--- config.mk ---
export PLATFORM = sky130hd
export DESIGN_NAME = peer_notify_retry_controller_core
export DESIGN_NICKNAME = d
export VERILOG_FILES = /design/src/design/prc_pkg.sv /design/src/design/prc_regs.sv /design/src/design/prc_step.sv /design/src/design/peer_notify_retry_controller_core.sv
export SDC_FILE = /design/constraint.sdc
export NUM_CORES = 1
export LEC_CHECK = 0
export ABC_AREA = 1
export BUFFER_PORTS_ARGS = -buffer_cell sky130_fd_sc_hd__buf_2
export CORE_MARGIN = 4
export CORE_UTILIZATION = 49
export CTS_CLUSTER_DIAMETER = 120
export DETAILED_ROUTE_END_ITERATION = 8
export HOLD_SLACK_MARGIN = 0.12
export PLACE_DENSITY_LB_ADDON = 0.1
export SETUP_SLACK_MARGIN = 0.02
export SYNTH_ARGS = -nofsm -noshare
export SYNTH_HDL_FRONTEND = slang
export SYNTH_SLANG_ARGS = --single-unit
--- constraint.sdc ---
create_clock -name clk -period 5.2 [get_ports clk]
set_input_delay 0.26 -clock clk [delete_from_list [all_inputs] [get_ports clk]]
set_output_delay 0.26 -clock clk [all_outputs]
set_load 0.005 [all_outputs]
--- src/design/prc_pkg.sv ---
// shared types, codes and helpers for the peer notify retry controller
package prc_pkg;

    localparam int TIME_W  = 26;
    localparam int RETRY_W = 4;
    localparam int CODE_W  = 8;
    localparam int ADDR_W  = 5;
    localparam int DATA_W  = 32;

    localparam logic [TIME_W-1:0]  STARTUP_WAIT_RST      = TIME_W'(1000 * 1000);
    localparam logic [TIME_W-1:0]  FIRST_SEARCH_WAIT_RST = TIME_W'(1000 * 1000);
    localparam logic [TIME_W-1:0]  SEARCH_PERIOD_RST     = TIME_W'(5000 * 1000);
    localparam logic [TIME_W-1:0]  RESPONSE_WAIT_RST     = TIME_W'(1000 * 1000);
    localparam logic [RETRY_W-1:0] RETRY_LIMIT_RST       = 4'd3;

    localparam logic [CODE_W-1:0] CODE_NOTIFY = 8'hB1;
    localparam logic [CODE_W-1:0] CODE_SEARCH = 8'hD6;

    localparam logic [1:0] KIND_TIME     = 2'd0;
    localparam logic [1:0] KIND_PROPERTY = 2'd1;
    localparam logic [1:0] KIND_WAKE     = 2'd2;

    localparam logic [2:0] ACT_NONE   = 3'd0;
    localparam logic [2:0] ACT_START  = 3'd1;
    localparam logic [2:0] ACT_SEARCH = 3'd2;
    localparam logic [2:0] ACT_NOTIFY = 3'd3;
    localparam logic [2:0] ACT_FAULT  = 3'd4;

    localparam logic [1:0] PHASE_CODE_START  = 2'd0;
    localparam logic [1:0] PHASE_CODE_IDLE   = 2'd1;
    localparam logic [1:0] PHASE_CODE_SEARCH = 2'd2;
    localparam logic [1:0] PHASE_CODE_WAIT   = 2'd3;

    localparam logic [2:0] REG_STARTUP_WAIT      = 3'd0;
    localparam logic [2:0] REG_FIRST_SEARCH_WAIT = 3'd1;
    localparam logic [2:0] REG_SEARCH_PERIOD     = 3'd2;
    localparam logic [2:0] REG_RESPONSE_WAIT     = 3'd3;
    localparam logic [2:0] REG_RETRY_LIMIT       = 3'd4;

    typedef enum logic [3:0] {
        PH_START  = 4'b0001,
        PH_IDLE   = 4'b0010,
        PH_SEARCH = 4'b0100,
        PH_WAIT   = 4'b1000
    } phase_t;

    typedef struct packed {
        logic [1:0]        kind;
        logic [TIME_W-1:0] elapsed_us;
        logic [CODE_W-1:0] property_code;
        logic              is_notify_response;
        logic              from_peer;
        logic [CODE_W-1:0] wake_code;
    } cmd_t;

    typedef struct packed {
        logic [2:0]         action;
        logic [1:0]         phase;
        logic               timer_armed;
        logic [TIME_W-1:0]  time_left_us;
        logic [RETRY_W-1:0] retries_left;
    } rsp_t;

    typedef struct packed {
        logic [TIME_W-1:0]  startup_wait_us;
        logic [TIME_W-1:0]  first_search_wait_us;
        logic [TIME_W-1:0]  search_period_us;
        logic [TIME_W-1:0]  response_wait_us;
        logic [RETRY_W-1:0] retry_limit;
    } cfg_t;

    typedef struct packed {
        phase_t             phase;
        logic [TIME_W-1:0]  timer_count;
        logic               timer_on;
        logic [RETRY_W-1:0] retry_count;
    } state_t;

    // zero wait counts as one microsecond
    function automatic logic [TIME_W-1:0] wait_value(input logic [TIME_W-1:0] v);
        return (v == '0) ? TIME_W'(1) : v;
    endfunction

    function automatic logic [1:0] phase_code(input phase_t p);
        logic [1:0] c;
        unique case (p)
            PH_START:  c = PHASE_CODE_START;
            PH_IDLE:   c = PHASE_CODE_IDLE;
            PH_SEARCH: c = PHASE_CODE_SEARCH;
            PH_WAIT:   c = PHASE_CODE_WAIT;
            default:   c = PHASE_CODE_START;
        endcase
        return c;
    endfunction

endpackage

--- src/design/prc_regs.sv ---
// configuration register file with apb-style access
module prc_regs
    import prc_pkg::*;
(
    input  logic              clk,
    input  logic              rst_n,
    input  logic              psel,
    input  logic              penable,
    input  logic              pwrite,
    input  logic [ADDR_W-1:0] paddr,
    input  logic [DATA_W-1:0] pwdata,
    output logic [DATA_W-1:0] prdata,
    output logic              pready,
    output cfg_t              cfg
);

    cfg_t        cfg_reg;
    cfg_t        cfg_next;
    logic [2:0]  reg_index;
    logic        wr_en;

    assign pready    = 1'b1;
    assign reg_index = paddr[ADDR_W-1:2];
    assign wr_en     = psel && penable && pwrite;

    always_comb
    begin
        cfg_next = cfg_reg;
        if (wr_en)
        begin
            unique case (reg_index)
                REG_STARTUP_WAIT:      cfg_next.startup_wait_us      = pwdata[TIME_W-1:0];
                REG_FIRST_SEARCH_WAIT: cfg_next.first_search_wait_us = pwdata[TIME_W-1:0];
                REG_SEARCH_PERIOD:     cfg_next.search_period_us     = pwdata[TIME_W-1:0];
                REG_RESPONSE_WAIT:     cfg_next.response_wait_us     = pwdata[TIME_W-1:0];
                REG_RETRY_LIMIT:       cfg_next.retry_limit          = pwdata[RETRY_W-1:0];
                default:               cfg_next = cfg_reg;
            endcase
        end
    end

    always_comb
    begin
        unique case (reg_index)
            REG_STARTUP_WAIT:      prdata = DATA_W'(cfg_reg.startup_wait_us);
            REG_FIRST_SEARCH_WAIT: prdata = DATA_W'(cfg_reg.first_search_wait_us);
            REG_SEARCH_PERIOD:     prdata = DATA_W'(cfg_reg.search_period_us);
            REG_RESPONSE_WAIT:     prdata = DATA_W'(cfg_reg.response_wait_us);
            REG_RETRY_LIMIT:       prdata = DATA_W'(cfg_reg.retry_limit);
            default:               prdata = '0;
        endcase
    end

    always_ff @(posedge clk or negedge rst_n)
    begin
        if (!rst_n)
        begin
            cfg_reg.startup_wait_us      <= STARTUP_WAIT_RST;
            cfg_reg.first_search_wait_us <= FIRST_SEARCH_WAIT_RST;
            cfg_reg.search_period_us     <= SEARCH_PERIOD_RST;
            cfg_reg.response_wait_us     <= RESPONSE_WAIT_RST;
            cfg_reg.retry_limit          <= RETRY_LIMIT_RST;
        end
        else
        begin
            cfg_reg <= cfg_next;
        end
    end

    assign cfg = cfg_reg;

endmodule

--- src/design/prc_step.sv ---
// next-state and result logic for one request
module prc_step
    import prc_pkg::*;
(
    input  state_t state,
    input  cfg_t   cfg,
    input  cmd_t   cmd,
    output state_t state_next,
    output rsp_t   rsp
);

    logic [TIME_W-1:0] count_dec;
    state_t            s;
    logic [2:0]        act;

    assign count_dec = (cmd.elapsed_us >= state.timer_count) ? '0
                     : state.timer_count - cmd.elapsed_us;

    always_comb
    begin
        s   = state;
        act = ACT_NONE;

        // count down
        if (state.timer_on)
        begin
            s.timer_count = count_dec;
        end

        // event
        case (cmd.kind)
            KIND_PROPERTY:
            begin
                if (cmd.property_code == CODE_NOTIFY && s.phase == PH_WAIT
                    && cmd.is_notify_response && cmd.from_peer)
                begin
                    s.phase       = PH_IDLE;
                    s.timer_count = '0;
                    s.timer_on    = 1'b0;
                end
                else if (cmd.property_code == CODE_SEARCH && s.phase == PH_SEARCH
                         && cmd.from_peer)
                begin
                    s.phase       = PH_IDLE;
                    s.timer_count = '0;
                    s.timer_on    = 1'b0;
                end
            end
            KIND_WAKE:
            begin
                if (cmd.wake_code == CODE_NOTIFY
                    && (s.phase == PH_IDLE || s.phase == PH_WAIT))
                begin
                    act           = ACT_NOTIFY;
                    s.phase       = PH_WAIT;
                    s.timer_count = wait_value(cfg.response_wait_us);
                    s.timer_on    = 1'b1;
                    s.retry_count = cfg.retry_limit;
                end
            end
            default:
            begin
            end
        endcase

        // expiry
        if (s.timer_on && s.timer_count == '0)
        begin
            unique case (s.phase)
                PH_START:
                begin
                    act           = ACT_START;
                    s.phase       = PH_SEARCH;
                    s.timer_count = wait_value(cfg.first_search_wait_us);
                end
                PH_IDLE:
                begin
                    act        = ACT_FAULT;
                    s.timer_on = 1'b0;
                end
                PH_SEARCH:
                begin
                    act           = ACT_SEARCH;
                    s.timer_count = wait_value(cfg.search_period_us);
                end
                PH_WAIT:
                begin
                    if (s.retry_count == '0)
                    begin
                        s.phase    = PH_IDLE;
                        s.timer_on = 1'b0;
                    end
                    else
                    begin
                        act           = ACT_NOTIFY;
                        s.timer_count = wait_value(cfg.response_wait_us);
                        s.retry_count = s.retry_count - RETRY_W'(1);
                    end
                end
                default:
                begin
                    s.phase    = PH_START;
                    s.timer_on = 1'b0;
                end
            endcase
        end
    end

    assign state_next       = s;
    assign rsp.action       = act;
    assign rsp.phase        = phase_code(s.phase);
    assign rsp.timer_armed  = s.timer_on;
    assign rsp.time_left_us = s.timer_on ? s.timer_count : '0;
    assign rsp.retries_left = s.retry_count;

endmodule

--- src/design/peer_notify_retry_controller_core.sv ---
// top level of the peer notify retry controller
//
// requests arrive on cmd (cmd_valid / cmd_stall), one result per request
// leaves on rsp (rsp_valid / rsp_stall); a transfer happens when valid is
// high and stall is low
// a request is captured in an input register, evaluated against the
// controller state and written to the result register
// the result register drives rsp and rsp_valid
// throughput: one request per cycle while rsp_stall is low
// while the result register holds an untaken result, one more request
// waits in the input register; cmd_stall rises only when both are full
// the apb-style port writes timing and retry registers; pready is always high
// reset clears both valid flags, loads register defaults and puts the
// controller in the start phase with the startup timer armed
module peer_notify_retry_controller_core
    import prc_pkg::*;
(
    input  logic              clk,
    input  logic              rst_n,
    input  logic              cmd_valid,
    output logic              cmd_stall,
    input  cmd_t              cmd,
    output logic              rsp_valid,
    input  logic              rsp_stall,
    output rsp_t              rsp,
    input  logic              psel,
    input  logic              penable,
    input  logic              pwrite,
    input  logic [ADDR_W-1:0] paddr,
    input  logic [DATA_W-1:0] pwdata,
    output logic [DATA_W-1:0] prdata,
    output logic              pready
);

    cfg_t   cfg;
    logic   cmd_valid_reg;
    cmd_t   cmd_data_reg;
    logic   rsp_valid_reg;
    rsp_t   rsp_data_reg;
    state_t state_reg;
    state_t state_next;
    rsp_t   rsp_next;
    logic   advance;
    logic   cmd_take;

    prc_regs u_regs (
        .clk     (clk),
        .rst_n   (rst_n),
        .psel    (psel),
        .penable (penable),
        .pwrite  (pwrite),
        .paddr   (paddr),
        .pwdata  (pwdata),
        .prdata  (prdata),
        .pready  (pready),
        .cfg     (cfg)
    );

    prc_step u_step (
        .state      (state_reg),
        .cfg        (cfg),
        .cmd        (cmd_data_reg),
        .state_next (state_next),
        .rsp        (rsp_next)
    );

    assign advance   = cmd_valid_reg && (!rsp_valid_reg || !rsp_stall);
    assign cmd_stall = cmd_valid_reg && !advance;
    assign cmd_take  = cmd_valid && !cmd_stall;

    always_ff @(posedge clk or negedge rst_n)
    begin
        if (!rst_n)
        begin
            cmd_valid_reg         <= 1'b0;
            rsp_valid_reg         <= 1'b0;
            state_reg.phase       <= PH_START;
            state_reg.timer_count <= wait_value(STARTUP_WAIT_RST);
            state_reg.timer_on    <= 1'b1;
            state_reg.retry_count <= '0;
        end
        else
        begin
            if (cmd_take)
            begin
                cmd_valid_reg <= 1'b1;
            end
            else if (advance)
            begin
                cmd_valid_reg <= 1'b0;
            end

            if (advance)
            begin
                rsp_valid_reg <= 1'b1;
                state_reg     <= state_next;
            end
            else if (!rsp_stall)
            begin
                rsp_valid_reg <= 1'b0;
            end
        end
    end

    // payload registers
    always_ff @(posedge clk)
    begin
        if (cmd_take)
        begin
            cmd_data_reg <= cmd;
        end
        if (advance)
        begin
            rsp_data_reg <= rsp_next;
        end
    end

    assign rsp_valid = rsp_valid_reg;
    assign rsp       = rsp_data_reg;

endmodule
==> flow_summary_export.csv <==
group,metric,value,unit
final_layout,nNetsFinal,2204,
clock_network,path_clk_slew,0.07,ns
hold_path,hold_path.class,"in2reg",
route,initialDrtViolationCount,1210,
synthesis,synth_area,13900,µm²
sta,relSlewSlack,0.305,
die,rows,61,
sta,whs,0.350,ns
worst_setup_path,critical_path_class,"reg2reg",
synthesis,synth_enable_flop_cells,82,
clock_network,cts_root_buf,"clkbuf_16",
power_and_ir_drop,power.switching,1470,µW
global_route,grt_pass1_vias,12590,
worst_setup_path,critPathRequiredTime,5.54,ns
final_layout,layout_commonest_cell,"nand2_1",
global_route,grt_max_degree,104,
route,viasPerCell,5.29,
clock_network,cts_buffer_depth,3,
synthesis,synth_cell_types,57,
die,die_area,31200,µm²
final_layout,largest_register_ffs,108,
sta,min_period,4.21,ns
global_route,antenna_found_initial,0,
final_layout,postLayoutCellArea,16600,µm²
final_layout,diodes,0,
route,drc,0,
final_layout,area_growth,18.9,%
sta,finalMaxSlewViolations,0,
route,wl_per_cell,17.2,µm
power_and_ir_drop,p_int,3590,µW
worst_setup_path,worstPathArrival,4.55,ns
power_and_ir_drop,p_total,5060,µW
final_layout,finish.utilization,0.593,
synthesis,netlist_instances,1890,
sta,fmax,237,MHz
sta,rsz0062_at_grt,"no",
sta,skew,0.0169,ns
worst_setup_path,reg2reg_slack,0.99,ns
sta,hold_viol_final,0,
global_route,grtUsageTotal,0.275,
power_and_ir_drop,swShare,0.290,
route,first_pass_iters,6,
power_and_ir_drop,leakage,0.00812,µW
global_route,grt_first_pass_wirelength,68400,µm
power_and_ir_drop,pwr-share-clk,0.403,
power_and_ir_drop,p_comb_frac,0.139,
worst_setup_path,start_kind,"register",
placement,portBuffers,145,
clock_network,cts_sinks,227,
sta,setup_tns,0,ns
synthesis,ys.flop_type,"dfrtp_1",
power_and_ir_drop,ir_drop,0.000254,V
placement,gp_congestion,0.897,
die,core,27900,µm²
placement,dp_hpwl,30100,µm
status,status,"finished, final reports clean",
clock_network,cts_buffers,27,
die,ios,161,
clock_network,htreeDepth,1,
synthesis,ys_seq_area_frac,0.441,
run,drv_cap,0,
route,ant_nets,0,
power_and_ir_drop,pwr-share-seq,0.458,
clock_network,cts_tree,"yes",
die,die_w,177,µm
synthesis,synth.avg_cell_area,7.37,µm²
sta,worst_pin_slew,1.04,ns
placement,placed_cell_area,14900,µm²
power_and_ir_drop,p_per_area,306,nW/µm²
global_route,overflow,0,
worst_setup_path,end_kind,"register",
synthesis,synthArstFlopShare,0.639,
route,vias,13133,
route,wirelength,42700,µm
die,start_util,0.498,
final_layout,final_cell_mix,"714 x nand2_1, 235 x inv_1, 144 x buf_2, 133 x o21ai_0, 120 x nor2_1",
clock_network,insertion_delay,0.56,ns
synthesis,synth_warnings,0,
final_layout,drive_above_1_share,0.158,
sta,fin_crit_sh,0.810,
worst_setup_path,crit_fanout,31,
die,die_h,177,µm
synthesis,synth-seq-cells,227,
sta,setup_viol,0,
## synthesized netlist by cell type (2+ instances only)
library cell / count / share of area
nor2_1: 120 / 0.032
a21oi_2: 9 / 0.0057
buf_2: 13 / 0.0047
o21ai_0: 133 / 0.048
o2111ai_1: 21 / 0.013
edfxtp_1: 82 / 0.18
nor2_2: 5 / 0.0022
o21ai_1: 8 / 0.0029
o221ai_1: 8 / 0.0050
and2_1: 3 / 0.0013
nand3_1: 69 / 0.025
ha_1: 29 / 0.026
nand4_1: 19 / 0.0085
a22oi_1: 4 / 0.0022
nor4_1: 13 / 0.0058
dfrtp_1: 105 / 0.19
nand2_2: 12 / 0.0054
buf_6: 5 / 0.0040
buf_4: 11 / 0.0059
dfstp_2: 40 / 0.075
a21oi_1: 67 / 0.024
nor2_4: 2 / 0.0016
xor2_1: 9 / 0.0057
inv_2: 15 / 0.0040
clkinv_1: 6 / 0.0016
nand3_2: 30 / 0.022
clkbuf_1: 39 / 0.011
nand2_1: 717 / 0.19
nand3b_1: 4 / 0.0022
xnor2_1: 2 / 0.0013
inv_1: 236 / 0.064
o211ai_1: 19 / 0.010
nor3_1: 9 / 0.0032
conb_1: 2 / 0.00054
or2_2: 2 / 0.00090
## worst max-delay path, cell delays in order (launching register included)
cell and delay [ns]:
dfstp_2 0.56, ha_1 0.30, nand2_2 0.14, inv_2 0.03, nand2_1 0.05, nand2_1 0.08, inv_1 0.08, nand3_2 0.11
nand2_1 0.12, nand3_2 0.25, nand2_1 0.24, o21ai_1 0.12, a21oi_2 0.29, inv_1 0.06, nor2_1 0.09, nand2_1 0.07
nor2_2 0.21, nand3_4 0.16, clkinv_2 0.51, nand3_2 0.15, a21oi_1 0.33
## power groups by stage
stage                     Sequential, µW  Clock [µW]  Combinational, µW
after floorplan                     2270           0                417
after global placement              2340           0                644
after detailed placement            2350           0                656
after CTS                           2320        2070                703
after global routing                2340        2150                803
final                               2320        2040                703
## worst paths after layout
check                                 end  depth (start not counted)           from
max in group asynchronous  u_regs.cfg[59]                          3          rst_n
min                         u_regs.cfg[0]                          4        penable
max                                rsp[4]                         20  state_reg[14]
min reg2reg                  state_reg[3]                          2   state_reg[3]
max reg2reg                        rsp[4]                         20  state_reg[14]
min in group asynchronous   state_reg[28]                          2          rst_n
## stage by stage
step | cells | setup slack [ns]
CTS | 2483 | 1.07
finish | 2483 | 0.987
detailed placement | 2358 | 1.09
floorplan | 1895 | 2.21
global route | 2483 | 0.594
global placement | 2358 | 1.11
## area by class of cell
cell class,count,area [µm²]
Sequential cell,227,6140
Tap cell,378,473
Multi-Input combinational cell,1338,6450
Timing Repair Buffer,231,1570
Inverter,259,976
Clock inverter,21,272
Fill cell,2678,11400
Clock buffer,29,683
## cells by family (layout without fill, tap and decap cells)
| kind of cell | count (synthesis) | in the layout | synth area share |
|---|---|---|---|
| adder cells (fa/ha/maj) | 30 | 30 | 0.0275 |
| XOR/XNOR | 11 | 11 | 0.00692 |
| flip-flops | 227 | 227 | 0.441 |
| buffers and inverters | 330 | 540 | 0.0980 |
| other | 2 | 7 | 0.000539 |
| multiplexers | 1 | 1 | 0.000719 |
| AND/OR/NAND/NOR | 1013 | 1013 | 0.310 |
| AO/OA/AOI/OAI | 276 | 276 | 0.115 |
## repair_timing
action                    in CTS  in global routing
buffers inserted               0                  0
hold buffers                  75                  0
resized for setup              0                  0
hold endpoints to repair     225                  0
## metal layers
layer  share of wire  global-route usage  vias up
met5               0                   0        -
met4           0.027              0.0729        0
met3           0.070              0.0353       67
met2            0.46               0.442      496
met1            0.44               0.397     6100
li1                -                   -     6470
Power figures use the tool's default switching activity.
